$ cat src/design/als_pkg.sv
package als_pkg;

   localparam int AREA_BYTES_DEF = 65536;
   localparam int OFS_W          = 16;
   localparam int SUM_W          = 18;
   localparam int RSIZE_W        = 15;
   localparam int WORD_W         = 32;
   localparam int CSR_IDX_W      = 1;

   localparam logic [RSIZE_W-1:0] RSIZE_RESET = 15'd64;
   localparam logic [WORD_W-1:0]  MAGIC_RESET = 32'h4C55_4C5A;
   localparam logic [WORD_W-1:0]  ALL_ONES    = 32'hFFFF_FFFF;
   localparam logic [SUM_W-1:0]   DELIM_BYTES = 18'd4;

   localparam logic [CSR_IDX_W-1:0] CSR_RECORD_SIZE = 1'b0;
   localparam logic [CSR_IDX_W-1:0] CSR_MAGIC       = 1'b1;

   typedef enum logic [2:0] {
      ST_CONTINUE   = 3'd0,
      ST_FOUND_ROOM = 3'd1,
      ST_FOUND_FULL = 3'd2,
      ST_EMPTY      = 3'd3,
      ST_BAD_DELIM  = 3'd4,
      ST_NO_TERM    = 3'd5
   } status_type;

   typedef struct packed {
      logic [OFS_W-1:0] scan_offset;
      logic [OFS_W-1:0] last_offset;
      logic             have_record;
   } scan_state_type;

   typedef struct packed {
      status_type       status;
      logic [OFS_W-1:0] next_read_offset;
      logic [OFS_W-1:0] record_offset;
      logic [OFS_W-1:0] append_offset;
   } scan_result_type;

endpackage

$ cat src/design/append_log_slot_scanner.sv
// Append-log slot scanner: takes one delimiter word per cycle on the req channel and
// returns one rsp word per request in the cycle after acceptance. The decision for a word
// (limit check, all-ones and magic compares, the adds) finishes within the accepting cycle
// and the scan state updates at the same edge, so the next word is accepted directly
// after; the output register is the only storage on the path, and req_stall follows
// rsp_stall only while that register holds an untaken result. Registers: index 0 is
// record_size (bits 14:0 of the data), index 1 is delimiter_magic. Write them only while
// no request is outstanding. After every final status the scan restarts at offset 0.
module append_log_slot_scanner import als_pkg::*; #(
   parameter int AREA_BYTES = AREA_BYTES_DEF
) (
   input  logic                 clock,
   input  logic                 reset,
   input  logic                 req_valid,
   output logic                 req_stall,
   input  logic [WORD_W-1:0]    req_delimiter_word,
   output logic                 rsp_valid,
   input  logic                 rsp_stall,
   output logic [2:0]           rsp_status,
   output logic [OFS_W-1:0]     rsp_next_read_offset,
   output logic [OFS_W-1:0]     rsp_record_offset,
   output logic [OFS_W-1:0]     rsp_append_offset,
   input  logic                 csr_valid,
   output logic                 csr_ready,
   input  logic [CSR_IDX_W-1:0] csr_index,
   input  logic [WORD_W-1:0]    csr_wdata
);

   logic [RSIZE_W-1:0] record_size_ff;
   logic [WORD_W-1:0]  magic_ff;
   scan_state_type     state_ff;
   scan_state_type     state_in;
   scan_result_type    result_in;
   scan_result_type    result_ff;
   logic               rsp_valid_ff;
   logic               accept;

   als_step #(.AREA_BYTES(AREA_BYTES)) u_step (
      .word        (req_delimiter_word),
      .record_size (record_size_ff),
      .magic       (magic_ff),
      .state_cur   (state_ff),
      .state_next  (state_in),
      .result      (result_in)
   );

   assign req_stall = rsp_valid_ff && rsp_stall;
   assign accept    = req_valid && !req_stall;
   assign csr_ready = 1'b1;

   always_ff @(posedge clock) begin
      if (reset) begin
         record_size_ff <= RSIZE_RESET;
         magic_ff       <= MAGIC_RESET;
      end else if (csr_valid) begin
         unique case (csr_index)
            CSR_RECORD_SIZE: record_size_ff <= csr_wdata[RSIZE_W-1:0];
            CSR_MAGIC:       magic_ff       <= csr_wdata;
            default: ;
         endcase
      end
   end

   always_ff @(posedge clock) begin
      if (reset) begin
         state_ff     <= '0;
         rsp_valid_ff <= 1'b0;
      end else begin
         if (accept) begin
            state_ff <= state_in;
         end
         if (accept) begin
            rsp_valid_ff <= 1'b1;
         end else if (!rsp_stall) begin
            rsp_valid_ff <= 1'b0;
         end
      end
   end

   // result word holds while stalled
   always_ff @(posedge clock) begin
      if (accept) begin
         result_ff <= result_in;
      end
   end

   assign rsp_valid            = rsp_valid_ff;
   assign rsp_status           = result_ff.status;
   assign rsp_next_read_offset = result_ff.next_read_offset;
   assign rsp_record_offset    = result_ff.record_offset;
   assign rsp_append_offset    = result_ff.append_offset;

endmodule

$ cat src/design/als_step.sv
module als_step import als_pkg::*; #(
   parameter int AREA_BYTES = AREA_BYTES_DEF
) (
   input  logic [WORD_W-1:0]  word,
   input  logic [RSIZE_W-1:0] record_size,
   input  logic [WORD_W-1:0]  magic,
   input  scan_state_type     state_cur,
   output scan_state_type     state_next,
   output scan_result_type    result
);

   localparam logic [SUM_W-1:0] AREA = SUM_W'(AREA_BYTES);

   logic [SUM_W-1:0] stride;
   logic [SUM_W-1:0] slot_end;
   logic [SUM_W-1:0] next_end;
   logic [SUM_W-1:0] write_ofs;
   logic [SUM_W-1:0] write_end;

   assign stride    = DELIM_BYTES + SUM_W'(record_size);
   assign slot_end  = SUM_W'(state_cur.scan_offset) + stride;
   assign next_end  = slot_end + stride;
   assign write_ofs = SUM_W'(state_cur.last_offset) + stride;
   assign write_end = write_ofs + stride;

   always_comb begin
      state_next = '0;
      result     = '{status: ST_NO_TERM, next_read_offset: '0,
                     record_offset: '0, append_offset: '0};
      priority if (slot_end >= AREA) begin
         result.status = ST_NO_TERM;
      end else if (word == ALL_ONES) begin
         if (!state_cur.have_record) begin
            result.status = ST_EMPTY;
         end else if (write_end > AREA) begin
            result.status        = ST_FOUND_FULL;
            result.record_offset = state_cur.last_offset;
         end else begin
            result.status        = ST_FOUND_ROOM;
            result.record_offset = state_cur.last_offset;
            result.append_offset = write_ofs[OFS_W-1:0];
         end
      end else if (word == magic) begin
         // advancing past the last usable slot ends the scan at once
         if (next_end >= AREA) begin
            result.status = ST_NO_TERM;
         end else begin
            result.status           = ST_CONTINUE;
            result.next_read_offset = slot_end[OFS_W-1:0];
            state_next.scan_offset  = slot_end[OFS_W-1:0];
            state_next.last_offset  = state_cur.scan_offset;
            state_next.have_record  = 1'b1;
         end
      end else begin
         result.status = ST_BAD_DELIM;
      end
   end

endmodule

$ cat config.mk
export PLATFORM = sky130hd
export DESIGN_NAME = append_log_slot_scanner
export DESIGN_NICKNAME = d
export VERILOG_FILES = /design/src/design/als_pkg.sv /design/src/design/append_log_slot_scanner.sv /design/src/design/als_step.sv
export SDC_FILE = /design/constraint.sdc
export NUM_CORES = 1
export LEC_CHECK = 0
export BUFFER_PORTS_ARGS = -buffer_cell sky130_fd_sc_hd__buf_2
export CAP_MARGIN = 20
export CORE_ASPECT_RATIO = 0.5
export CORE_MARGIN = 2
export CORE_UTILIZATION = 60
export CTS_BUF_LIST = sky130_fd_sc_hd__clkbuf_2 sky130_fd_sc_hd__clkbuf_4 sky130_fd_sc_hd__clkbuf_8
export CTS_CLUSTER_SIZE = 25
export DETAILED_ROUTE_END_ITERATION = 8
export GPL_TIMING_DRIVEN = 1
export PLACE_DENSITY = 0.83
export SYNTH_ARGS = -nofsm -noshare
export SYNTH_HDL_FRONTEND = slang
export SYNTH_HIERARCHICAL = 1
export SYNTH_SLANG_ARGS = --single-unit
export TNS_END_PERCENT = 50
$ cat constraint.sdc
create_clock -name clock -period 6.1 [get_ports clock]
set_clock_uncertainty 0.1 [all_clocks]
set_input_delay 1.22 -clock clock [delete_from_list [all_inputs] [get_ports clock]]
set_output_delay 1.22 -clock clock [all_outputs]
set_load 0.05 [all_outputs]
* Word level (Yosys, flattened, before mapping)
Index checks and enable logic that the tools add are counted.
** Word-level totals
- Input bits :: 70
- Logic and storage cells :: 44
- Register bits after elaboration :: 132
- Output and inout port bits :: 54
** Operators by class
- Eq/ne operators :: 3
- Multiplexer cells :: 11
- Reduce and logical (&&, ||, !) cells :: 8
- Bitwise operators :: 4
- Order comparisons :: 3
- $add $sub $neg :: 5
** Operator list (count)
- $mux 33 :: 4
- $add 16x18->18 :: 2
- $add 18x18->18 :: 2
- $ge 18x17->1 const B :: 2
- $eq 32x32->1 :: 1
- $eq 32x32->1 const B :: 1
- $gt 18x17->1 const B :: 1
- $add 3x15->16 const A :: 1
- $mux 3 :: 4
- $reduce_or 4->1 :: 2
- $not 1->1 :: 4
- $reduce_and 2->1 :: 2
- $reduce_or 3->1 :: 1
- $logic_and 1x1->1 :: 2
- $mux 1 :: 2
- $mux 2 :: 1
- $ne 2x1->1 const B :: 1
- $logic_not 1->1 :: 1

* Longest topological paths before layout
Gate-level depths: netlist of run 1.
- Depth after elaboration :: 8
- Depth in mapped cells :: 25
- Depth with buffers taken out :: 23

* Cells and area by module
Netlist of run 1, hierarchy kept.
** Modules (own cells, without submodules)
- append_log_slot_scanner :: instances 1, seq. area each 3153.0 µm², area each 4396.7 µm², cells an instance 408
- als_step :: instances 1, seq. area each 0.0 µm², area each 4021.4 µm², cells an instance 565

* Worst setup path before layout of run 1
No wires, ideal clock.
- Path type :: register to register
- Start point :: register record_size_ff[2]
- End point :: register result_ff, in the netlist rsp_append_offset[11] (data pin)
- Path buffers :: 1
- Cell stages (with the launch flop) :: 24
- Data arrival time :: 4454 ps
- Period minus slack after synthesis :: 4812 ps
- Data required time :: 5741 ps
- Library setup time :: 259 ps
- Setup slack :: 1288 ps
- Cell sequence :: dfxtp_1 ha_1 xor2_1 ha_1 o21ai_0 a21oi_1 o211ai_1 nand2_1 a21oi_1 o21bai_1 a21oi_1 xor2_1 inv_1 ha_1 a21oi_1 nand3_1 a21o_2 nand3_2 mux2_2 nand4_1 or4b_4 nand4_4 buf_6 nor2_2
** On the way
- Word-level cells in the longest chain between the ends :: 5
- Elaborated cells on any way between the ends :: 7
- Those cells by class :: 4 x add/sub; 2 x order compare; 1 x reduce/logical
** RTL lines
- start: declaration :: RTL line append_log_slot_scanner.sv:29 : logic [RSIZE_W-1:0] record_size_ff;
- start signal: assignment :: RTL line append_log_slot_scanner.sv:57 : CSR_RECORD_SIZE: record_size_ff <= csr_wdata[RSIZE_W-1:0];
- $add 3x15->16 (*) :: RTL line als_step.sv:20 : assign stride = DELIM_BYTES + SUM_W'(record_size);
- $add 16x18->18 :: RTL line als_step.sv:23 : assign write_ofs = SUM_W'(state_cur.last_offset) + stride;
- $add 18x18->18 :: RTL line als_step.sv:24 : assign write_end = write_ofs + stride;
- $gt 18x17->1 :: RTL line als_step.sv:35 : end else if (write_end > AREA) begin
- $reduce_or 4->1 (no source line)
- end signal: assignment :: RTL line append_log_slot_scanner.sv:83 : result_ff <= result_in;
- end: declaration :: RTL line append_log_slot_scanner.sv:34 : scan_result_type result_ff;
Mark *: on every way between the ends. The rest lies on a longest branch, timed or not.
A chain may end at the register's enable or synchronous reset.

* Worst setup path in the final report of run 1
- Start point :: register record_size_ff[2]
- End point :: register result_ff, in the netlist rsp_status[0] (data pin)
** On the way
- Word-level cells in the longest chain between the ends :: 7
- Elaborated cells on any way between the ends :: 13
- Those cells by class :: 5 x add/sub; 3 x order compare; 5 x mux
** RTL lines
- $add 3x15->16 (*) :: RTL line als_step.sv:20
- $add 16x18->18 (on tied branches) :: RTL line als_step.sv:21, als_step.sv:23
- $add 18x18->18 (on tied branches) :: RTL line als_step.sv:22, als_step.sv:24
- $ge 18x17->1 or $gt 18x17->1 (tied branches) :: RTL line als_step.sv:45, als_step.sv:35
- $mux 3 or $mux 2 (tied branches) :: RTL line als_step.sv:45, als_step.sv:35
- $mux 3 (on tied branches) :: RTL line als_step.sv:43, als_step.sv:33
- $mux 3 :: RTL line als_step.sv:32 : end else if (word == ALL_ONES) begin
Marks and branches as above.

==> impl_results.html, run 1 <==
<table>
<tr><th>Metric</th><th>Value</th></tr>
<tr><th colspan="2">Timing</th></tr>
<tr><td>Final count of hold timing violations</td><td>0</td></tr>
<tr><td>Fraction of the cycle the final worst path needs</td><td>0.936</td></tr>
<tr><td>Worst slew slack as a fraction of its limit</td><td>0.293</td></tr>
<tr><td>Number of max-slew violations in the final report</td><td>0</td></tr>
<tr><td>Smallest setup slack after layout</td><td>0.389 ns</td></tr>
<tr><td>Transition time of the tightest slew-check pin</td><td>1.06 ns</td></tr>
<tr><td>Number of failing setup endpoints in the final timing report</td><td>0</td></tr>
<tr><td>Highest Clock Rate</td><td>175 MHz</td></tr>
<tr><td>Minimum period implied by the final worst setup slack</td><td>5.71 ns</td></tr>
<tr><td>Sum of negative setup slack</td><td>0 ns</td></tr>
<tr><th colspan="2">Worst hold path</th></tr>
<tr><td>Class of the most critical hold timing path</td><td>flip-flop to flip-flop</td></tr>
<tr><td>Cell depth of the worst hold path</td><td>2</td></tr>
<tr><th colspan="2">Route</th></tr>
<tr><td>Metal3 WL</td><td>1960 um</td></tr>
<tr><td>Detailed router's first-iteration violation count</td><td>706</td></tr>
<tr><td>Routed WL per cell</td><td>16.8 um</td></tr>
<tr><td>Total wirelength of the detailed-routed design</td><td>21,600 um</td></tr>
<tr><td>Via count normalized by instance count</td><td>5.80</td></tr>
<tr><td>DRT antenna net count</td><td>0</td></tr>
<tr><td>TritonRoute pass-1 iters</td><td>5</td></tr>
<tr><td>DRC violations left</td><td>0</td></tr>
<tr><td>Metal1 wirelength</td><td>9560 um</td></tr>
<tr><td>Wire length on met2</td><td>9680 um</td></tr>
<tr><td>DR vias</td><td>7,459</td></tr>
<tr><td>Topmost layer with routed signal wires</td><td>met4</td></tr>
<tr><th colspan="2">Global route</th></tr>
<tr><td>Overflow left after global routing</td><td>0</td></tr>
<tr><td>Pin count of the biggest net entering global routing</td><td>85</td></tr>
<tr><td>Via count of the first global-routing pass</td><td>7,019</td></tr>
<tr><td>Antenna violations before repair</td><td>0</td></tr>
<tr><td>Combined global-route utilization of all metal layers</td><td>0.292</td></tr>
<tr><td>First-pass GRT wire length</td><td>34,200 um</td></tr>
<tr><th colspan="2">Placed design</th></tr>
<tr><td># placed instances</td><td>1,250</td></tr>
<tr><td>Routability congestion estimate from global placement</td><td>0.979</td></tr>
<tr><td>Pre-CTS setup slack</td><td>0.374 ns</td></tr>
<tr><td>Hpwl dp</td><td>15,900 um</td></tr>
<tr><td>Number of port buffers</td><td>122</td></tr>
<tr><th colspan="2">Power and ir drop</th></tr>
<tr><td>Leak Pwr</td><td>4.38 nW</td></tr>
<tr><td>Switching power of the nets</td><td>0.000602 W</td></tr>
<tr><td>Portion of total power attributed to combinational logic</td><td>0.159</td></tr>
<tr><td>Power Internal</td><td>0.00149 W</td></tr>
<tr><td>Peak ir drop on the vdd network</td><td>0.116 mV</td></tr>
<tr><td>Sequential fraction of design power</td><td>0.462</td></tr>
<tr><td>Switching portion of total power</td><td>0.288</td></tr>
<tr><td>Clock Power Share</td><td>0.379</td></tr>
<tr><td>Total power</td><td>0.00209 W</td></tr>
<tr><td>Pwr/cell area</td><td>219 mW/mm^2</td></tr>
<tr><th colspan="2">Synthesis</th></tr>
<tr><td>Post-synthesis cell type count</td><td>80</td></tr>
<tr><td>Library cell occupying the most area in the post-synthesis netlist</td><td>sky130_fd_sc_hd__dfxtp_1</td></tr>
<tr><td>Leading cell types by count after synthesis</td><td>sky130_fd_sc_hd__nand2_1 (182), sky130_fd_sc_hd__a21oi_1 (105), sky130_fd_sc_hd__dfxtp_1 (81), sky130_fd_sc_hd__ha_1 (69), sky130_fd_sc_hd__edfxtp_1 (51)</td></tr>
<tr><td>Average cell area after synthesis</td><td>8.65 um^2</td></tr>
<tr><td>Post-Synthesis Cell Area</td><td>0.00842 mm^2</td></tr>
<tr><td>Leading post-synthesis cells by cell area</td><td>sky130_fd_sc_hd__dfxtp_1 (19%), sky130_fd_sc_hd__edfxtp_1 (18%), sky130_fd_sc_hd__ha_1 (10%), sky130_fd_sc_hd__nand2_1 (8.1%), sky130_fd_sc_hd__a21oi_1 (6.2%)</td></tr>
<tr><td>Nets in the synthesized netlist</td><td>1,115</td></tr>
<tr><td>Number of storage elements in the synthesis netlist</td><td>132</td></tr>
<tr><td>Number of flops mapped to enable cells by yosys</td><td>51</td></tr>
<tr><td>Top-count cell post-synth</td><td>sky130_fd_sc_hd__nand2_1</td></tr>
<tr><td>Synth warnings</td><td>6</td></tr>
<tr><td>Area share of the largest cell type after synthesis</td><td>0.193</td></tr>
<tr><td>Cell count after synthesis</td><td>973</td></tr>
<tr><td>Sequential share of the synthesized area</td><td>0.375</td></tr>
<tr><td>Proportion of register bits with asynchronous set or reset after synthesis</td><td>0</td></tr>
<tr><td>Top_reg_cell synth</td><td>sky130_fd_sc_hd__dfxtp_1</td></tr>
<tr><th colspan="2">Die</th></tr>
<tr><td>Effective utilization at floorplan</td><td>0.618</td></tr>
<tr><td>Number of rows in the core area</td><td>30</td></tr>
<tr><td>Vertical die dimension</td><td>87.8 um</td></tr>
<tr><td>Total Die Area</td><td>0.0151 mm^2</td></tr>
<tr><td>Number of ports placed on the die boundary</td><td>124</td></tr>
<tr><td>Horiz. Die Dim</td><td>172 um</td></tr>
<tr><td>CORE AREA</td><td>0.0136 mm^2</td></tr>
<tr><th colspan="2">Finish</th></tr>
<tr><td>Share of cells above drive strength 1</td><td>0.188</td></tr>
<tr><td>Register Area</td><td>0.00315 mm^2</td></tr>
<tr><td>Number of standard cells in the final layout excluding fillers</td><td>1,287</td></tr>
<tr><td>Layout-stage area growth over the synthesis result</td><td>13.2%</td></tr>
<tr><td>Fin nets</td><td>1,224</td></tr>
<tr><td>Final Util</td><td>0.700</td></tr>
<tr><td>Total inserted antenna cells</td><td>0</td></tr>
<tr><td>Fillers</td><td>1,073</td></tr>
<tr><td>Multi-input gate area in the final layout</td><td>0.00477 mm^2</td></tr>
<tr><th colspan="2">Status</th></tr>
<tr><td>Run status</td><td>finished clean</td></tr>
<tr><th colspan="2">Clocking</th></tr>
<tr><td>Number of clock sinks</td><td>132</td></tr>
<tr><td>Clock buffer count from CTS</td><td>17</td></tr>
<tr><td>Worst-path clk slew</td><td>0.08 ns</td></tr>
<tr><td>CTS tree</td><td>built</td></tr>
<tr><td>H-Tree Depth</td><td>4</td></tr>
<tr><td>Clk_lat worst skew</td><td>0.44 ns</td></tr>
<tr><td>Buffer cell driving the clock tree root</td><td>sky130_fd_sc_hd__clkbuf_8</td></tr>
<tr><td>Maximum buffer depth of the clock tree</td><td>2</td></tr>
<tr><th colspan="2">Setup path</th></tr>
<tr><td>Max Fanout on Critical Path</td><td>7</td></tr>
<tr><td>Logic depth of the worst register-to-register path</td><td>22</td></tr>
<tr><td>Critical Path RT</td><td>6.17 ns</td></tr>
<tr><td>Critical Path Sink Type</td><td>flip-flop</td></tr>
<tr><td>Arrival time at the worst endpoint</td><td>5.78 ns</td></tr>
<tr><td>Type of the setup path with the least slack</td><td>flip-flop to flip-flop</td></tr>
<tr><td>Sort of element at the start of the critical path</td><td>flip-flop</td></tr>
<tr><th colspan="2">Flow run</th></tr>
<tr><td>Max-capacitance violation count</td><td>0</td></tr>
</table>
==> critical path, cell delays in order (launching register included) <==
cell and delay, ns:
sky130_fd_sc_hd__dfxtp_1 0.41, sky130_fd_sc_hd__ha_1 0.25, sky130_fd_sc_hd__xor2_1 0.35, sky130_fd_sc_hd__ha_1 0.35, sky130_fd_sc_hd__o21ai_0 0.10, sky130_fd_sc_hd__a21oi_1 0.11, sky130_fd_sc_hd__o211ai_1 0.19, sky130_fd_sc_hd__nand2_1 0.11
sky130_fd_sc_hd__a21oi_1 0.23, sky130_fd_sc_hd__o21bai_1 0.09, sky130_fd_sc_hd__a21oi_1 0.18, sky130_fd_sc_hd__xor2_1 0.30, sky130_fd_sc_hd__inv_1 0.08, sky130_fd_sc_hd__ha_1 0.38, sky130_fd_sc_hd__a21oi_1 0.37, sky130_fd_sc_hd__nand3_1 0.13
sky130_fd_sc_hd__a21o_2 0.23, sky130_fd_sc_hd__nand3_2 0.09, sky130_fd_sc_hd__mux2_2 0.33, sky130_fd_sc_hd__nand4_1 0.13, sky130_fd_sc_hd__or4b_4 0.51, sky130_fd_sc_hd__a31oi_1 0.28, sky130_fd_sc_hd__o21ai_0 0.15
==> placed cells by master, fill, tap and decap left out, types with 3 or more instances in the layout <==
cell                        synthesis  routed
sky130_fd_sc_hd__o21bai_1           6       6
sky130_fd_sc_hd__inv_1             42      42
sky130_fd_sc_hd__a2111oi_0          3       3
sky130_fd_sc_hd__buf_2              9     122
sky130_fd_sc_hd__a21o_1            14      14
sky130_fd_sc_hd__nor2_2            10      10
sky130_fd_sc_hd__o21a_1             7       7
sky130_fd_sc_hd__o211ai_1           4       4
sky130_fd_sc_hd__clkinv_2           0       3
sky130_fd_sc_hd__and3_1            44      44
sky130_fd_sc_hd__xor2_1            47      46
sky130_fd_sc_hd__nand3_1           17      17
sky130_fd_sc_hd__ha_1              69      69
sky130_fd_sc_hd__buf_4             19      21
sky130_fd_sc_hd__inv_4              0       3
sky130_fd_sc_hd__a31oi_1            5       5
sky130_fd_sc_hd__fa_1               3       3
sky130_fd_sc_hd__and2_1             7       7
sky130_fd_sc_hd__a211oi_1           7       7
sky130_fd_sc_hd__nor4_1            13      13
sky130_fd_sc_hd__nor3_1            18      18
sky130_fd_sc_hd__nand2_1          182     182
sky130_fd_sc_hd__nor2_1            43      43
sky130_fd_sc_hd__edfxtp_1          51      51
sky130_fd_sc_hd__bufinv_16          0       3
sky130_fd_sc_hd__nand3b_1          15      15
sky130_fd_sc_hd__o22ai_1            3       3
sky130_fd_sc_hd__xnor2_1           25      25
sky130_fd_sc_hd__clkinv_4           1       3
sky130_fd_sc_hd__nand2b_1           4       4
sky130_fd_sc_hd__o21ai_0           23      23
sky130_fd_sc_hd__nand4_1           18      18
sky130_fd_sc_hd__a211o_1            4       4
sky130_fd_sc_hd__dfxtp_1           81      81
sky130_fd_sc_hd__clkbuf_8           1      19
sky130_fd_sc_hd__a21oi_1          105     105
==> worst paths after layout <==
| check | end | startpoint | slack, ns |
|---|---|---|---|
| worst max-delay path | rsp_status[0]$_DFFE_PP_ | record_size_ff[2]$_SDFFE_PP0P_ | 0.39 |
| worst min-delay path | magic_ff[8]$_SDFFE_PP0P_ | magic_ff[8]$_SDFFE_PP0P_ | 0.37 |
| worst max register to register | rsp_status[0]$_DFFE_PP_ | record_size_ff[2]$_SDFFE_PP0P_ | 0.39 |
| worst min register to register | magic_ff[8]$_SDFFE_PP0P_ | magic_ff[8]$_SDFFE_PP0P_ | 0.37 |
==> registers in the layout, indices dropped and copies added, names as in the netlist <==
name                  flops
rsp_record_offset        16
rsp_append_offset        16
rsp_status                3
rsp_next_read_offset     16
rsp_valid                 1
state_ff                 33
magic_ff                 32
record_size_ff           15
==> area by class of cell <==
class / count / share of cell area
multi-input combinational: 744 / 0.500
sequential: 132 / 0.331
timing repair buffer: 144 / 0.0822
clock buffer: 20 / 0.0282
tap: 192 / 0.0252
inverter: 43 / 0.0175
clock inverter: 12 / 0.0158
==> kinds of logic after synthesis <==
family / Yosys count / synth area share
buf+inv: 97 / 0.0598
mux: 3 / 0.00372
compound gates: 206 / 0.151
other cells: 1 / 0.000445
simple gates: 390 / 0.226
fa+ha+maj: 72 / 0.110
xor+xnor: 72 / 0.0749
flops: 132 / 0.375
==> per-layer routing <==
layer,GRT usage,vias up
met5,0,-
met4,0.0886,0
met3,0.0804,35
met1,0.382,3468
met2,0.477,324
li1,-,3632
==> repair_timing <==
item,in CTS,in global routing
setup endpoints to repair,0,16
gates resized for setup,0,1
setup buffers,0,4
hold buffers,0,0
==> power by group through the flow <==
stage	sequential (W)	combinational, W	clock (W)
after CTS	0.000965	0.000327	0.000800
final	0.000965	0.000332	0.000791
after detailed placement	0.000985	0.000325	0
after floorplan	0.00104	0.000174	0
after global routing	0.000969	0.000358	0.000836
after global placement	0.000984	0.000319	0
==> metrics by stage <==
stage / cell area (um^2) / hold slack (ns)
global route: 9530 / 0.390
detailed placement: 9060 / 0.363
floorplan: 8420 / 0.336
CTS: 9480 / 0.373
global placement: 9060 / 0.351
finish: 9530 / 0.374
Power figures use the tool's default switching activity.
==> inputs of run 2 (changes only) <==
--- a/config.mk
+++ b/config.mk
@@ -5,6 +5,7 @@
 export SDC_FILE = /design/constraint.sdc
 export NUM_CORES = 1
 export LEC_CHECK = 0
+export ABC_AREA = 1
 export BUFFER_PORTS_ARGS = -buffer_cell sky130_fd_sc_hd__buf_2
 export CAP_MARGIN = 20
 export CORE_ASPECT_RATIO = 0.5
==> run 2 against run 1 <==
Global-route usage shrank 1.7 points. Via count up 13%. Clock-buffer cell count decreased by 2. First-iteration DRC count increased by 19%. Sequential share of layout area shrank 1.8 points. Final area is 5.7% higher. Utilization down 1.3 points. Die area up 7.9%. Maximum frequency is 8.1% higher. Critical path depth rose by 3. Wire length rose by 0.79%. Largest power group unchanged.
==> impl_results.html, run 2 <==
<table>
<tr><th>Metric</th><th>Value</th></tr>
<tr><th colspan="2">Status</th></tr>
<tr><td>Run status</td><td>finished clean (unchanged)</td></tr>
<tr><th colspan="2">Synthesis</th></tr>
<tr><td>Library cell occupying the most area in the post-synthesis netlist</td><td>sky130_fd_sc_hd__dfxtp_1 (unchanged)</td></tr>
<tr><td>Post-Synthesis Cell Area</td><td>0.00911 mm^2 (was 0.00842 mm^2)</td></tr>
<tr><td>Sequential share of the synthesized area</td><td>0.346 (was 0.375)</td></tr>
<tr><td>Top-count cell post-synth</td><td>sky130_fd_sc_hd__nand2_1 (unchanged)</td></tr>
<tr><td>Synth warnings</td><td>6 (unchanged)</td></tr>
<tr><td>Post-synthesis cell type count</td><td>46 (was 80)</td></tr>
<tr><td>Proportion of register bits with asynchronous set or reset after synthesis</td><td>0 (unchanged)</td></tr>
<tr><td>Top_reg_cell synth</td><td>sky130_fd_sc_hd__dfxtp_1 (unchanged)</td></tr>
<tr><td>Leading post-synthesis cells by cell area</td><td>sky130_fd_sc_hd__dfxtp_1 (18%), sky130_fd_sc_hd__edfxtp_1 (17%), sky130_fd_sc_hd__nand2_1 (9.9%), sky130_fd_sc_hd__ha_1 (9.5%), sky130_fd_sc_hd__inv_1 (8.0%) (was sky130_fd_sc_hd__dfxtp_1 (19%), sky130_fd_sc_hd__edfxtp_1 (18%), sky130_fd_sc_hd__ha_1 (10%), sky130_fd_sc_hd__nand2_1 (8.1%), sky130_fd_sc_hd__a21oi_1 (6.2%))</td></tr>
<tr><td>Number of storage elements in the synthesis netlist</td><td>132 (unchanged)</td></tr>
<tr><td>Average cell area after synthesis</td><td>7.22 um^2 (was 8.65 um^2)</td></tr>
<tr><td>Number of flops mapped to enable cells by yosys</td><td>51 (unchanged)</td></tr>
<tr><td>Area share of the largest cell type after synthesis</td><td>0.178 (was 0.193)</td></tr>
<tr><td>Leading cell types by count after synthesis</td><td>sky130_fd_sc_hd__nand2_1 (240), sky130_fd_sc_hd__inv_1 (195), sky130_fd_sc_hd__nor2_1 (188), sky130_fd_sc_hd__nand3_1 (83), sky130_fd_sc_hd__dfxtp_1 (81) (was sky130_fd_sc_hd__nand2_1 (182), sky130_fd_sc_hd__a21oi_1 (105), sky130_fd_sc_hd__dfxtp_1 (81), sky130_fd_sc_hd__ha_1 (69), sky130_fd_sc_hd__edfxtp_1 (51))</td></tr>
<tr><td>Cell count after synthesis</td><td>1,262 (was 973)</td></tr>
<tr><td>Nets in the synthesized netlist</td><td>1,404 (was 1,115)</td></tr>
<tr><th colspan="2">Placed design</th></tr>
<tr><td>Hpwl dp</td><td>16,200 um (was 15,900 um)</td></tr>
<tr><td>Routability congestion estimate from global placement</td><td>0.924 (was 0.979)</td></tr>
<tr><td># placed instances</td><td>1,534 (was 1,250)</td></tr>
<tr><td>Pre-CTS setup slack</td><td>0.969 ns (was 0.374 ns)</td></tr>
<tr><td>Number of port buffers</td><td>122 (unchanged)</td></tr>
<tr><th colspan="2">Setup path</th></tr>
<tr><td>Type of the setup path with the least slack</td><td>flip-flop to flip-flop (unchanged)</td></tr>
<tr><td>Crit path max-delay cell type</td><td>sky130_fd_sc_hd__xor2_1 (was sky130_fd_sc_hd__or4b_4)</td></tr>
<tr><td>Worst path top cell family by delay</td><td>simple AND/OR/NAND/NOR gates (was compound AO/OA/AOI/OAI gates)</td></tr>
<tr><td>Logic depth of the worst register-to-register path</td><td>25 (was 22)</td></tr>
<tr><td>Critical Path Source</td><td>record_size_ff[4]$_SDFFE_PP0P_ (was record_size_ff[2]$_SDFFE_PP0P_)</td></tr>
<tr><td>Crit-path max cell delay</td><td>0.58 ns (was 0.51 ns)</td></tr>
<tr><td>Bufs and invs on worst path</td><td>2 (was 1)</td></tr>
<tr><td>Critical Path RT</td><td>6.19 ns (was 6.17 ns)</td></tr>
<tr><td>Capture instance of the worst register-to-register path</td><td>rsp_append_offset[4]$_DFFE_PP_ (was rsp_status[0]$_DFFE_PP_)</td></tr>
<tr><td>Setup slack of the most critical reg-to-reg path</td><td>0.82 ns (was 0.39 ns)</td></tr>
<tr><td>Arrival time at the worst endpoint</td><td>5.37 ns (was 5.78 ns)</td></tr>
<tr><td>Most used cell along the critical path</td><td>sky130_fd_sc_hd__nand2_1 (was sky130_fd_sc_hd__a21oi_1)</td></tr>
<tr><td>Max Fanout on Critical Path</td><td>16 (was 7)</td></tr>
<tr><td>Startpoint of the worst-slack reg-to-reg timing path</td><td>record_size_ff[4]$_SDFFE_PP0P_ (was record_size_ff[2]$_SDFFE_PP0P_)</td></tr>
<tr><td>Critical Path Sink Type</td><td>flip-flop (unchanged)</td></tr>
<tr><td>Termination of the worst setup path</td><td>rsp_append_offset[4]$_DFFE_PP_ (was rsp_status[0]$_DFFE_PP_)</td></tr>
<tr><td>Sort of element at the start of the critical path</td><td>flip-flop (unchanged)</td></tr>
<tr><td>Crit path depth</td><td>25 (was 22)</td></tr>
<tr><th colspan="2">Die</th></tr>
<tr><td>Number of rows in the core area</td><td>31 (was 30)</td></tr>
<tr><td>Number of ports placed on the die boundary</td><td>124 (unchanged)</td></tr>
<tr><td>CORE AREA</td><td>0.0147 mm^2 (was 0.0136 mm^2)</td></tr>
<tr><td>Total Die Area</td><td>0.0162 mm^2 (was 0.0151 mm^2)</td></tr>
<tr><td>Vertical die dimension</td><td>91.1 um (was 87.8 um)</td></tr>
<tr><td>Effective utilization at floorplan</td><td>0.621 (was 0.618)</td></tr>
<tr><td>Horiz. Die Dim</td><td>178 um (was 172 um)</td></tr>
<tr><th colspan="2">Timing</th></tr>
<tr><td>Smallest setup slack after layout</td><td>0.819 ns (was 0.389 ns)</td></tr>
<tr><td>Minimum period implied by the final worst setup slack</td><td>5.28 ns (was 5.71 ns)</td></tr>
<tr><td>Sum of negative setup slack</td><td>0 ns (unchanged)</td></tr>
<tr><td>RSZ-0062 raised after global routing</td><td>no</td></tr>
<tr><td>Final count of hold timing violations</td><td>0 (unchanged)</td></tr>
<tr><td>Highest Clock Rate</td><td>189 MHz (was 175 MHz)</td></tr>
<tr><td>Worst slew slack as a fraction of its limit</td><td>0.470 (was 0.293)</td></tr>
<tr><td>Fraction of the cycle the final worst path needs</td><td>0.866 (was 0.936)</td></tr>
<tr><td>Number of max-slew violations in the final report</td><td>0 (unchanged)</td></tr>
<tr><td>Number of failing setup endpoints in the final timing report</td><td>0 (unchanged)</td></tr>
<tr><td>Transition time of the tightest slew-check pin</td><td>0.795 ns (was 1.06 ns)</td></tr>
<tr><th colspan="2">Global route</th></tr>
<tr><td>Combined global-route utilization of all metal layers</td><td>0.275 (was 0.292)</td></tr>
<tr><td>Antenna violations before repair</td><td>0 (unchanged)</td></tr>
<tr><td>First-pass GRT wire length</td><td>35,700 um (was 34,200 um)</td></tr>
<tr><td>Via count of the first global-routing pass</td><td>7,603 (was 7,019)</td></tr>
<tr><td>Overflow left after global routing</td><td>0 (unchanged)</td></tr>
<tr><td>Pin count of the biggest net entering global routing</td><td>81 (was 85)</td></tr>
<tr><th colspan="2">Route</th></tr>
<tr><td>Routed WL per cell</td><td>13.9 um (was 16.8 um)</td></tr>
<tr><td>DRC violations left</td><td>0 (unchanged)</td></tr>
<tr><td>Detailed router's first-iteration violation count</td><td>839 (was 706)</td></tr>
<tr><td>Total wirelength of the detailed-routed design</td><td>21,700 um (was 21,600 um)</td></tr>
<tr><td>DRT antenna net count</td><td>0 (unchanged)</td></tr>
<tr><td>TritonRoute pass-1 iters</td><td>6 (was 5)</td></tr>
<tr><td>DR vias</td><td>8,413 (was 7,459)</td></tr>
<tr><td>Via count normalized by instance count</td><td>5.37 (was 5.80)</td></tr>
<tr><th colspan="2">Power and ir drop</th></tr>
<tr><td>Peak ir drop on the vdd network</td><td>0.139 mV (was 0.116 mV)</td></tr>
<tr><td>Pwr/cell area</td><td>235 mW/mm^2 (was 219 mW/mm^2)</td></tr>
<tr><td>Leak Pwr</td><td>5.02 nW (was 4.38 nW)</td></tr>
<tr><th colspan="2">Finish</th></tr>
<tr><td>Most used cells in the layout excluding fill and tap cells</td><td>sky130_fd_sc_hd__nand2_1 (239), sky130_fd_sc_hd__inv_1 (195), sky130_fd_sc_hd__nor2_1 (187) (was sky130_fd_sc_hd__nand2_1 (182), sky130_fd_sc_hd__buf_2 (122), sky130_fd_sc_hd__a21oi_1 (105))</td></tr>
<tr><td>Largest registers ranked by flip-flop count</td><td>state_ff x33, magic_ff x32 (unchanged)</td></tr>
<tr><td>Layout-stage area growth over the synthesis result</td><td>10.5% (was 13.2%)</td></tr>
<tr><td>Fin nets</td><td>1,497 (was 1,224)</td></tr>
<tr><td>Share of cells above drive strength 1</td><td>0.151 (was 0.188)</td></tr>
<tr><td>Top register by number of flip-flops</td><td>state_ff (unchanged)</td></tr>
<tr><td>Total inserted antenna cells</td><td>0 (unchanged)</td></tr>
<tr><td>Fillers</td><td>1,183 (was 1,073)</td></tr>
<tr><td>Most common library cell in the layout ignoring fill and taps</td><td>sky130_fd_sc_hd__nand2_1 (unchanged)</td></tr>
<tr><td>Max reg flops</td><td>33 (unchanged)</td></tr>
<tr><td>Number of standard cells in the final layout excluding fillers</td><td>1,566 (was 1,287)</td></tr>
<tr><th colspan="2">Clocking</th></tr>
<tr><td>Number of post-CTS setup repair buffers</td><td>0 (unchanged)</td></tr>
<tr><td>CTS tree</td><td>built (unchanged)</td></tr>
<tr><td>Number of clock sinks</td><td>132 (unchanged)</td></tr>
<tr><td>Clk_lat worst skew</td><td>0.45 ns (was 0.44 ns)</td></tr>
<tr><td>Post-CTS sizing</td><td>0 (unchanged)</td></tr>
<tr><td>H-Tree Depth</td><td>4 (unchanged)</td></tr>
<tr><td>Maximum buffer depth of the clock tree</td><td>2 (unchanged)</td></tr>
<tr><td>Buffer cell driving the clock tree root</td><td>sky130_fd_sc_hd__clkbuf_8 (unchanged)</td></tr>
<tr><td>Clock buffer count from CTS</td><td>17 (unchanged)</td></tr>
<tr><td>Worst-path clk slew</td><td>0.09 ns (was 0.08 ns)</td></tr>
<tr><td>Post-CTS Hold Fix Bufs</td><td>0 (unchanged)</td></tr>
<tr><th colspan="2">Flow run</th></tr>
<tr><td>Max-capacitance violation count</td><td>0 (unchanged)</td></tr>
<tr><th colspan="2">Worst hold path</th></tr>
<tr><td>Worst hold start</td><td>magic_ff[18]$_SDFFE_PP1P_ (was magic_ff[8]$_SDFFE_PP0P_)</td></tr>
<tr><td>Class of the most critical hold timing path</td><td>flip-flop to flip-flop (unchanged)</td></tr>
</table>
==> run 2: cell count changes after synthesis, sizes merged, moves of 9 or more <==
cell	change
inv	+158
and3	-45
nand3	+66
nor2	+150
nor4	-9
a21o	-11
nand2	+65
xor2	-16
o21ai	+21
a21oi	-26
==> run 2: cell families after synthesis <==
| family | Yosys count | synth area share |
|---|---|---|
| AO/OA/AOI/OAI | 151 | 0.0930 |
| AND/OR/NAND/NOR | 593 | 0.282 |
| buffers and inverters | 254 | 0.121 |
| adder cells (fa/ha/maj) | 72 | 0.101 |
| other | 1 | 0.000412 |
| XOR/XNOR | 59 | 0.0567 |
| flip-flops | 132 | 0.346 |
==> run 2: through the flow <==
stage	instance area, um^2	utilization	total power [W]	hold WS [ns]
after floorplan	9110	-	0.00147	0.342
after global placement	9670	0.660	0.00160	0.356
after detailed placement	9670	0.660	0.00162	0.366
after CTS	10100	0.687	0.00237	0.390
after global routing	10100	0.687	0.00250	0.412
final	10100	0.687	0.00237	0.391
==> run 2: worst min-delay path by stage <==
stage | endpoint | depth (start not counted)
5_1_grt | magic_ff[18]$_SDFFE_PP1P_ | 2
2_1_floorplan | magic_ff[18]$_SDFFE_PP1P_ | 2
4_1_cts | magic_ff[18]$_SDFFE_PP1P_ | 2
3_3_place_gp | magic_ff[18]$_SDFFE_PP1P_ | 2
3_5_place_dp | magic_ff[18]$_SDFFE_PP1P_ | 2
6_report | magic_ff[18]$_SDFFE_PP1P_ | 2
==> run 2: worst reg2reg max path, cell delays in order (launching register included) <==
cell and delay, ns:
sky130_fd_sc_hd__dfxtp_1 0.42, sky130_fd_sc_hd__nand3_1 0.14, sky130_fd_sc_hd__nor2_1 0.14, sky130_fd_sc_hd__nand3_1 0.12, sky130_fd_sc_hd__nor3_1 0.35, sky130_fd_sc_hd__xor2_1 0.58
sky130_fd_sc_hd__ha_1 0.41, sky130_fd_sc_hd__a21o_1 0.18, sky130_fd_sc_hd__nor2_1 0.14, sky130_fd_sc_hd__o21ai_0 0.17, sky130_fd_sc_hd__a21oi_1 0.24, sky130_fd_sc_hd__xor2_1 0.29
sky130_fd_sc_hd__inv_1 0.08, sky130_fd_sc_hd__ha_1 0.35, sky130_fd_sc_hd__a21oi_1 0.21, sky130_fd_sc_hd__nand2_1 0.07, sky130_fd_sc_hd__a21oi_1 0.17, sky130_fd_sc_hd__nand2_1 0.08
sky130_fd_sc_hd__nand2_1 0.08, sky130_fd_sc_hd__nand2_1 0.07, sky130_fd_sc_hd__nand2_2 0.10, sky130_fd_sc_hd__nand2_1 0.06, sky130_fd_sc_hd__inv_1 0.06, sky130_fd_sc_hd__nand2_2 0.08
sky130_fd_sc_hd__nand3_4 0.24, sky130_fd_sc_hd__nor2_1 0.10
==> run 2: area by class of cell <==
cell class                 instances  area (um^2)  area share
sequential                       132         3150       0.313
multi-input combinational        876         4870       0.483
clock buffer                      18          248      0.0246
timing repair buffer             128          656      0.0651
tap                              198          248      0.0246
inverter                         200          751      0.0745
clock inverter                    14          150      0.0149
==> run 2: per-layer routing <==
layer | GRT usage | vias to the layer above | share of wire
li1 | - | 4196 | -
met1 | 0.379 | 3792 | 0.46
met2 | 0.431 | 393 | 0.43
met3 | 0.0683 | 32 | 0.089
met4 | 0.0718 | 0 | 0.016
met5 | 0 | - | 0
==> run 2: power by group <==
group	internal, W	switching (W)	total (W)
logic	0.000212	0.000399	0.000611
clock network	0.000379	0.000380	0.000759
registers	0.000962	0.0000364	0.000999
==> inputs of run 3 (changes only) <==
--- a/config.mk
+++ b/config.mk
@@ -15,7 +15,7 @@
 export CTS_CLUSTER_SIZE = 25
 export DETAILED_ROUTE_END_ITERATION = 8
 export GPL_TIMING_DRIVEN = 1
-export PLACE_DENSITY = 0.83
+export PLACE_DENSITY = 0.95
 export SYNTH_ARGS = -nofsm -noshare
 export SYNTH_HDL_FRONTEND = slang
 export SYNTH_HIERARCHICAL = 1
==> run 3 against run 2 <==
Via count is 0.53% higher. Highest routed layer unchanged. Critical path depth up 2. Critical endpoint is now state_ff[26]$_SDFFE_PP0P_. Worst setup slack better by 0.064 ns. Utilization decreased by 0.085 points.
==> impl_results.html, run 3 (same netlist as run 2, synthesis figures left out) <==
<table>
<tr><th>Metric</th><th>Value</th></tr>
<tr><th colspan="2">Setup path</th></tr>
<tr><td>Crit path max-delay cell type</td><td>sky130_fd_sc_hd__xor2_1 (unchanged)</td></tr>
<tr><td>Sort of element at the start of the critical path</td><td>flip-flop (unchanged)</td></tr>
<tr><td>Termination of the worst setup path</td><td>state_ff[26]$_SDFFE_PP0P_ (was rsp_append_offset[4]$_DFFE_PP_)</td></tr>
<tr><td>Critical Path Sink Type</td><td>flip-flop (unchanged)</td></tr>
<tr><td>Logic depth of the worst register-to-register path</td><td>27 (was 25)</td></tr>
<tr><td>Type of the setup path with the least slack</td><td>flip-flop to flip-flop (unchanged)</td></tr>
<tr><td>Crit path depth</td><td>27 (was 25)</td></tr>
<tr><td>Capture instance of the worst register-to-register path</td><td>state_ff[26]$_SDFFE_PP0P_ (was rsp_append_offset[4]$_DFFE_PP_)</td></tr>
<tr><td>Setup slack of the most critical reg-to-reg path</td><td>0.88 ns (was 0.82 ns)</td></tr>
<tr><td>Arrival time at the worst endpoint</td><td>5.50 ns (was 5.37 ns)</td></tr>
<tr><td>Critical Path RT</td><td>6.38 ns (was 6.19 ns)</td></tr>
<tr><td>Critical Path Source</td><td>record_size_ff[2]$_SDFFE_PP0P_ (was record_size_ff[4]$_SDFFE_PP0P_)</td></tr>
<tr><td>Most used cell along the critical path</td><td>sky130_fd_sc_hd__nand2_1 (unchanged)</td></tr>
<tr><td>Crit-path max cell delay</td><td>0.53 ns (was 0.58 ns)</td></tr>
<tr><td>Max Fanout on Critical Path</td><td>30 (was 16)</td></tr>
<tr><td>Startpoint of the worst-slack reg-to-reg timing path</td><td>record_size_ff[2]$_SDFFE_PP0P_ (was record_size_ff[4]$_SDFFE_PP0P_)</td></tr>
<tr><td>Bufs and invs on worst path</td><td>3 (was 2)</td></tr>
<tr><td>Worst path top cell family by delay</td><td>compound AO/OA/AOI/OAI gates (was simple AND/OR/NAND/NOR gates)</td></tr>
<tr><th colspan="2">Die</th></tr>
<tr><td>Effective utilization at floorplan</td><td>0.621 (unchanged)</td></tr>
<tr><td>Vertical die dimension</td><td>91.1 um (unchanged)</td></tr>
<tr><td>Number of rows in the core area</td><td>31 (unchanged)</td></tr>
<tr><td>CORE AREA</td><td>0.0147 mm^2 (unchanged)</td></tr>
<tr><td>Total Die Area</td><td>0.0162 mm^2 (unchanged)</td></tr>
<tr><td>Horiz. Die Dim</td><td>178 um (unchanged)</td></tr>
<tr><td>Number of ports placed on the die boundary</td><td>124 (unchanged)</td></tr>
<tr><th colspan="2">Power and ir drop</th></tr>
<tr><td>Total power</td><td>0.00236 W (was 0.00237 W)</td></tr>
<tr><td>Leak Pwr</td><td>5.00 nW (was 5.02 nW)</td></tr>
<tr><td>Peak ir drop on the vdd network</td><td>0.164 mV (was 0.139 mV)</td></tr>
<tr><td>Pwr/cell area</td><td>235 mW/mm^2 (about the same)</td></tr>
<tr><th colspan="2">Global route</th></tr>
<tr><td>First-pass GRT wire length</td><td>37,000 um (was 35,700 um)</td></tr>
<tr><td>Overflow left after global routing</td><td>0 (unchanged)</td></tr>
<tr><td>Antenna violations before repair</td><td>0 (unchanged)</td></tr>
<tr><td>Pin count of the biggest net entering global routing</td><td>81 (unchanged)</td></tr>
<tr><td>Combined global-route utilization of all metal layers</td><td>0.283 (was 0.275)</td></tr>
<tr><td>Via count of the first global-routing pass</td><td>8,115 (was 7,603)</td></tr>
<tr><th colspan="2">Timing</th></tr>
<tr><td>Highest Clock Rate</td><td>192 MHz (was 189 MHz)</td></tr>
<tr><td>Transition time of the tightest slew-check pin</td><td>0.809 ns (was 0.795 ns)</td></tr>
<tr><td>RSZ-0062 raised after global routing</td><td>no (unchanged)</td></tr>
<tr><td>Final count of hold timing violations</td><td>0 (unchanged)</td></tr>
<tr><td>Number of max-slew violations in the final report</td><td>0 (unchanged)</td></tr>
<tr><td>Fraction of the cycle the final worst path needs</td><td>0.855 (was 0.866)</td></tr>
<tr><td>Number of failing setup endpoints in the final timing report</td><td>0 (unchanged)</td></tr>
<tr><td>Worst slew slack as a fraction of its limit</td><td>0.460 (was 0.470)</td></tr>
<tr><td>Minimum period implied by the final worst setup slack</td><td>5.22 ns (was 5.28 ns)</td></tr>
<tr><td>Sum of negative setup slack</td><td>0 ns (unchanged)</td></tr>
<tr><th colspan="2">Route</th></tr>
<tr><td>DRT antenna net count</td><td>0 (unchanged)</td></tr>
<tr><td>Routed WL per cell</td><td>14.3 um (was 13.9 um)</td></tr>
<tr><td>TritonRoute pass-1 iters</td><td>5 (was 6)</td></tr>
<tr><td>Detailed router's first-iteration violation count</td><td>623 (was 839)</td></tr>
<tr><td>Via count normalized by instance count</td><td>5.40 (was 5.37)</td></tr>
<tr><td>DR vias</td><td>8,458 (was 8,413)</td></tr>
<tr><td>Total wirelength of the detailed-routed design</td><td>22,400 um (was 21,700 um)</td></tr>
<tr><td>DRC violations left</td><td>0 (unchanged)</td></tr>
<tr><th colspan="2">Clocking</th></tr>
<tr><td>Maximum buffer depth of the clock tree</td><td>2 (unchanged)</td></tr>
<tr><td>Post-CTS sizing</td><td>0 (unchanged)</td></tr>
<tr><td>Post-CTS Hold Fix Bufs</td><td>0 (unchanged)</td></tr>
<tr><td>Number of clock sinks</td><td>132 (unchanged)</td></tr>
<tr><td>CTS tree</td><td>built (unchanged)</td></tr>
<tr><td>Worst-path clk slew</td><td>0.08 ns (was 0.09 ns)</td></tr>
<tr><td>Number of post-CTS setup repair buffers</td><td>0 (unchanged)</td></tr>
<tr><td>Clock buffer count from CTS</td><td>17 (unchanged)</td></tr>
<tr><td>H-Tree Depth</td><td>4 (unchanged)</td></tr>
<tr><td>Clk_lat worst skew</td><td>0.44 ns (was 0.45 ns)</td></tr>
<tr><td>Buffer cell driving the clock tree root</td><td>sky130_fd_sc_hd__clkbuf_8 (unchanged)</td></tr>
<tr><th colspan="2">Finish</th></tr>
<tr><td>Number of standard cells in the final layout excluding fillers</td><td>1,565 (was 1,566)</td></tr>
<tr><td>Layout-stage area growth over the synthesis result</td><td>10.4% (was 10.5%)</td></tr>
<tr><td>Most used cells in the layout excluding fill and tap cells</td><td>sky130_fd_sc_hd__nand2_1 (239), sky130_fd_sc_hd__inv_1 (195), sky130_fd_sc_hd__nor2_1 (187) (unchanged)</td></tr>
<tr><td>Fillers</td><td>1,165 (was 1,183)</td></tr>
<tr><td>Largest registers ranked by flip-flop count</td><td>state_ff x33, magic_ff x32 (unchanged)</td></tr>
<tr><td>Fin nets</td><td>1,496 (was 1,497)</td></tr>
<tr><td>Share of cells above drive strength 1</td><td>0.149 (was 0.151)</td></tr>
<tr><td>Total inserted antenna cells</td><td>0 (unchanged)</td></tr>
<tr><td>Final Util</td><td>0.686 (was 0.687)</td></tr>
<tr><td>Max reg flops</td><td>33 (unchanged)</td></tr>
<tr><td>Top register by number of flip-flops</td><td>state_ff (unchanged)</td></tr>
<tr><td>Most common library cell in the layout ignoring fill and taps</td><td>sky130_fd_sc_hd__nand2_1 (unchanged)</td></tr>
<tr><th colspan="2">Placed design</th></tr>
<tr><td>Routability congestion estimate from global placement</td><td>0.943 (was 0.924)</td></tr>
<tr><td>Hpwl dp</td><td>16,900 um (was 16,200 um)</td></tr>
<tr><td># placed instances</td><td>1,533 (was 1,534)</td></tr>
<tr><td>Number of port buffers</td><td>122 (unchanged)</td></tr>
<tr><th colspan="2">Worst hold path</th></tr>
<tr><td>Class of the most critical hold timing path</td><td>flip-flop to flip-flop (unchanged)</td></tr>
<tr><th colspan="2">Status</th></tr>
<tr><td>Run status</td><td>finished clean (unchanged)</td></tr>
<tr><th colspan="2">Flow run</th></tr>
<tr><td>Max-capacitance violation count</td><td>0 (unchanged)</td></tr>
</table>
-- run 3: cell types whose count changed in the layout (fill, tap and decap cells not counted) --
cell                         change
sky130_fd_sc_hd__clkinvlp_4      +2
sky130_fd_sc_hd__inv_4           -2
sky130_fd_sc_hd__buf_4           -1
sky130_fd_sc_hd__clkbuf_4        +1
sky130_fd_sc_hd__clkbuf_8        -1
sky130_fd_sc_hd__clkinv_1        +1
sky130_fd_sc_hd__clkinv_2        -1
-- run 3: cell type report --
type | instances | area [um^2] | share of cell area
Clock buffer | 18 | 241 | 0.0240
Clock inverter | 14 | 151 | 0.0151
Inverter | 200 | 751 | 0.0746
Multi-Input combinational cell | 876 | 4870 | 0.484
Sequential cell | 132 | 3150 | 0.313
Tap cell | 198 | 248 | 0.0246
Timing Repair Buffer | 127 | 648 | 0.0644
-- run 3: how the worst min path moves through the flow --
stage | from | to | slack (ns) | depth (start not counted)
detailed placement | magic_ff[20]$_SDFFE_PP1P_ | magic_ff[20]$_SDFFE_PP1P_ | 0.38 | 2
floorplan | magic_ff[18]$_SDFFE_PP1P_ | magic_ff[18]$_SDFFE_PP1P_ | 0.34 | 2
global placement | magic_ff[18]$_SDFFE_PP1P_ | magic_ff[18]$_SDFFE_PP1P_ | 0.35 | 2
CTS | magic_ff[20]$_SDFFE_PP1P_ | magic_ff[20]$_SDFFE_PP1P_ | 0.41 | 2
global route | magic_ff[26]$_SDFFE_PP1P_ | magic_ff[26]$_SDFFE_PP1P_ | 0.42 | 2
finish | magic_ff[20]$_SDFFE_PP1P_ | magic_ff[20]$_SDFFE_PP1P_ | 0.40 | 2
-- run 3: report_power, final --
group	internal [W]	leakage [nW]	switching, W
logic	0.000212	3.63	0.000406
clock network	0.000371	0.188	0.000375
registers	0.000962	1.18	0.0000373
total	0.00155	5.00	0.000817
-- run 3: routing by layer --
| layer | part of all wire | global-route usage |
|---|---|---|
| met1 | 0.43 | 0.367 |
| met2 | 0.45 | 0.472 |
| met3 | 0.089 | 0.0565 |
| met4 | 0.026 | 0.0989 |
| met5 | 0 | 0 |
-- run 3: stage by stage --
stage / setup WS, ns / cell area (um^2) / hold slack (ns)
2_1_floorplan: 1.42 / 9110 / 0.342
3_3_place_gp: 1.17 / 9670 / 0.354
3_5_place_dp: 1.10 / 9670 / 0.385
4_1_cts: 1.07 / 10100 / 0.405
5_1_grt: 0.485 / 10100 / 0.421
6_report: 0.882 / 10100 / 0.402
-- run 3: worst reg2reg max path: stages (launching register included) --
cell and delay (ns):
sky130_fd_sc_hd__dfxtp_1 0.41, sky130_fd_sc_hd__ha_1 0.21, sky130_fd_sc_hd__nand2_1 0.06, sky130_fd_sc_hd__nor2_1 0.15, sky130_fd_sc_hd__xor2_1 0.53, sky130_fd_sc_hd__ha_1 0.40, sky130_fd_sc_hd__a21oi_1 0.23, sky130_fd_sc_hd__o21ai_2 0.12
sky130_fd_sc_hd__a21boi_1 0.24, sky130_fd_sc_hd__o21ai_0 0.18, sky130_fd_sc_hd__nand2_1 0.11, sky130_fd_sc_hd__nand3_1 0.07, sky130_fd_sc_hd__nand2_1 0.12, sky130_fd_sc_hd__inv_1 0.06, sky130_fd_sc_hd__ha_1 0.29, sky130_fd_sc_hd__a21oi_1 0.16
sky130_fd_sc_hd__nor2_1 0.06, sky130_fd_sc_hd__a211oi_1 0.16, sky130_fd_sc_hd__o21ai_0 0.11, sky130_fd_sc_hd__a21oi_1 0.20, sky130_fd_sc_hd__nand2_1 0.12, sky130_fd_sc_hd__nor2_2 0.18, sky130_fd_sc_hd__inv_2 0.26, sky130_fd_sc_hd__nor2_1 0.29
sky130_fd_sc_hd__inv_1 0.08, sky130_fd_sc_hd__nand3_1 0.08, sky130_fd_sc_hd__nand2_1 0.06, sky130_fd_sc_hd__nor2_1 0.10
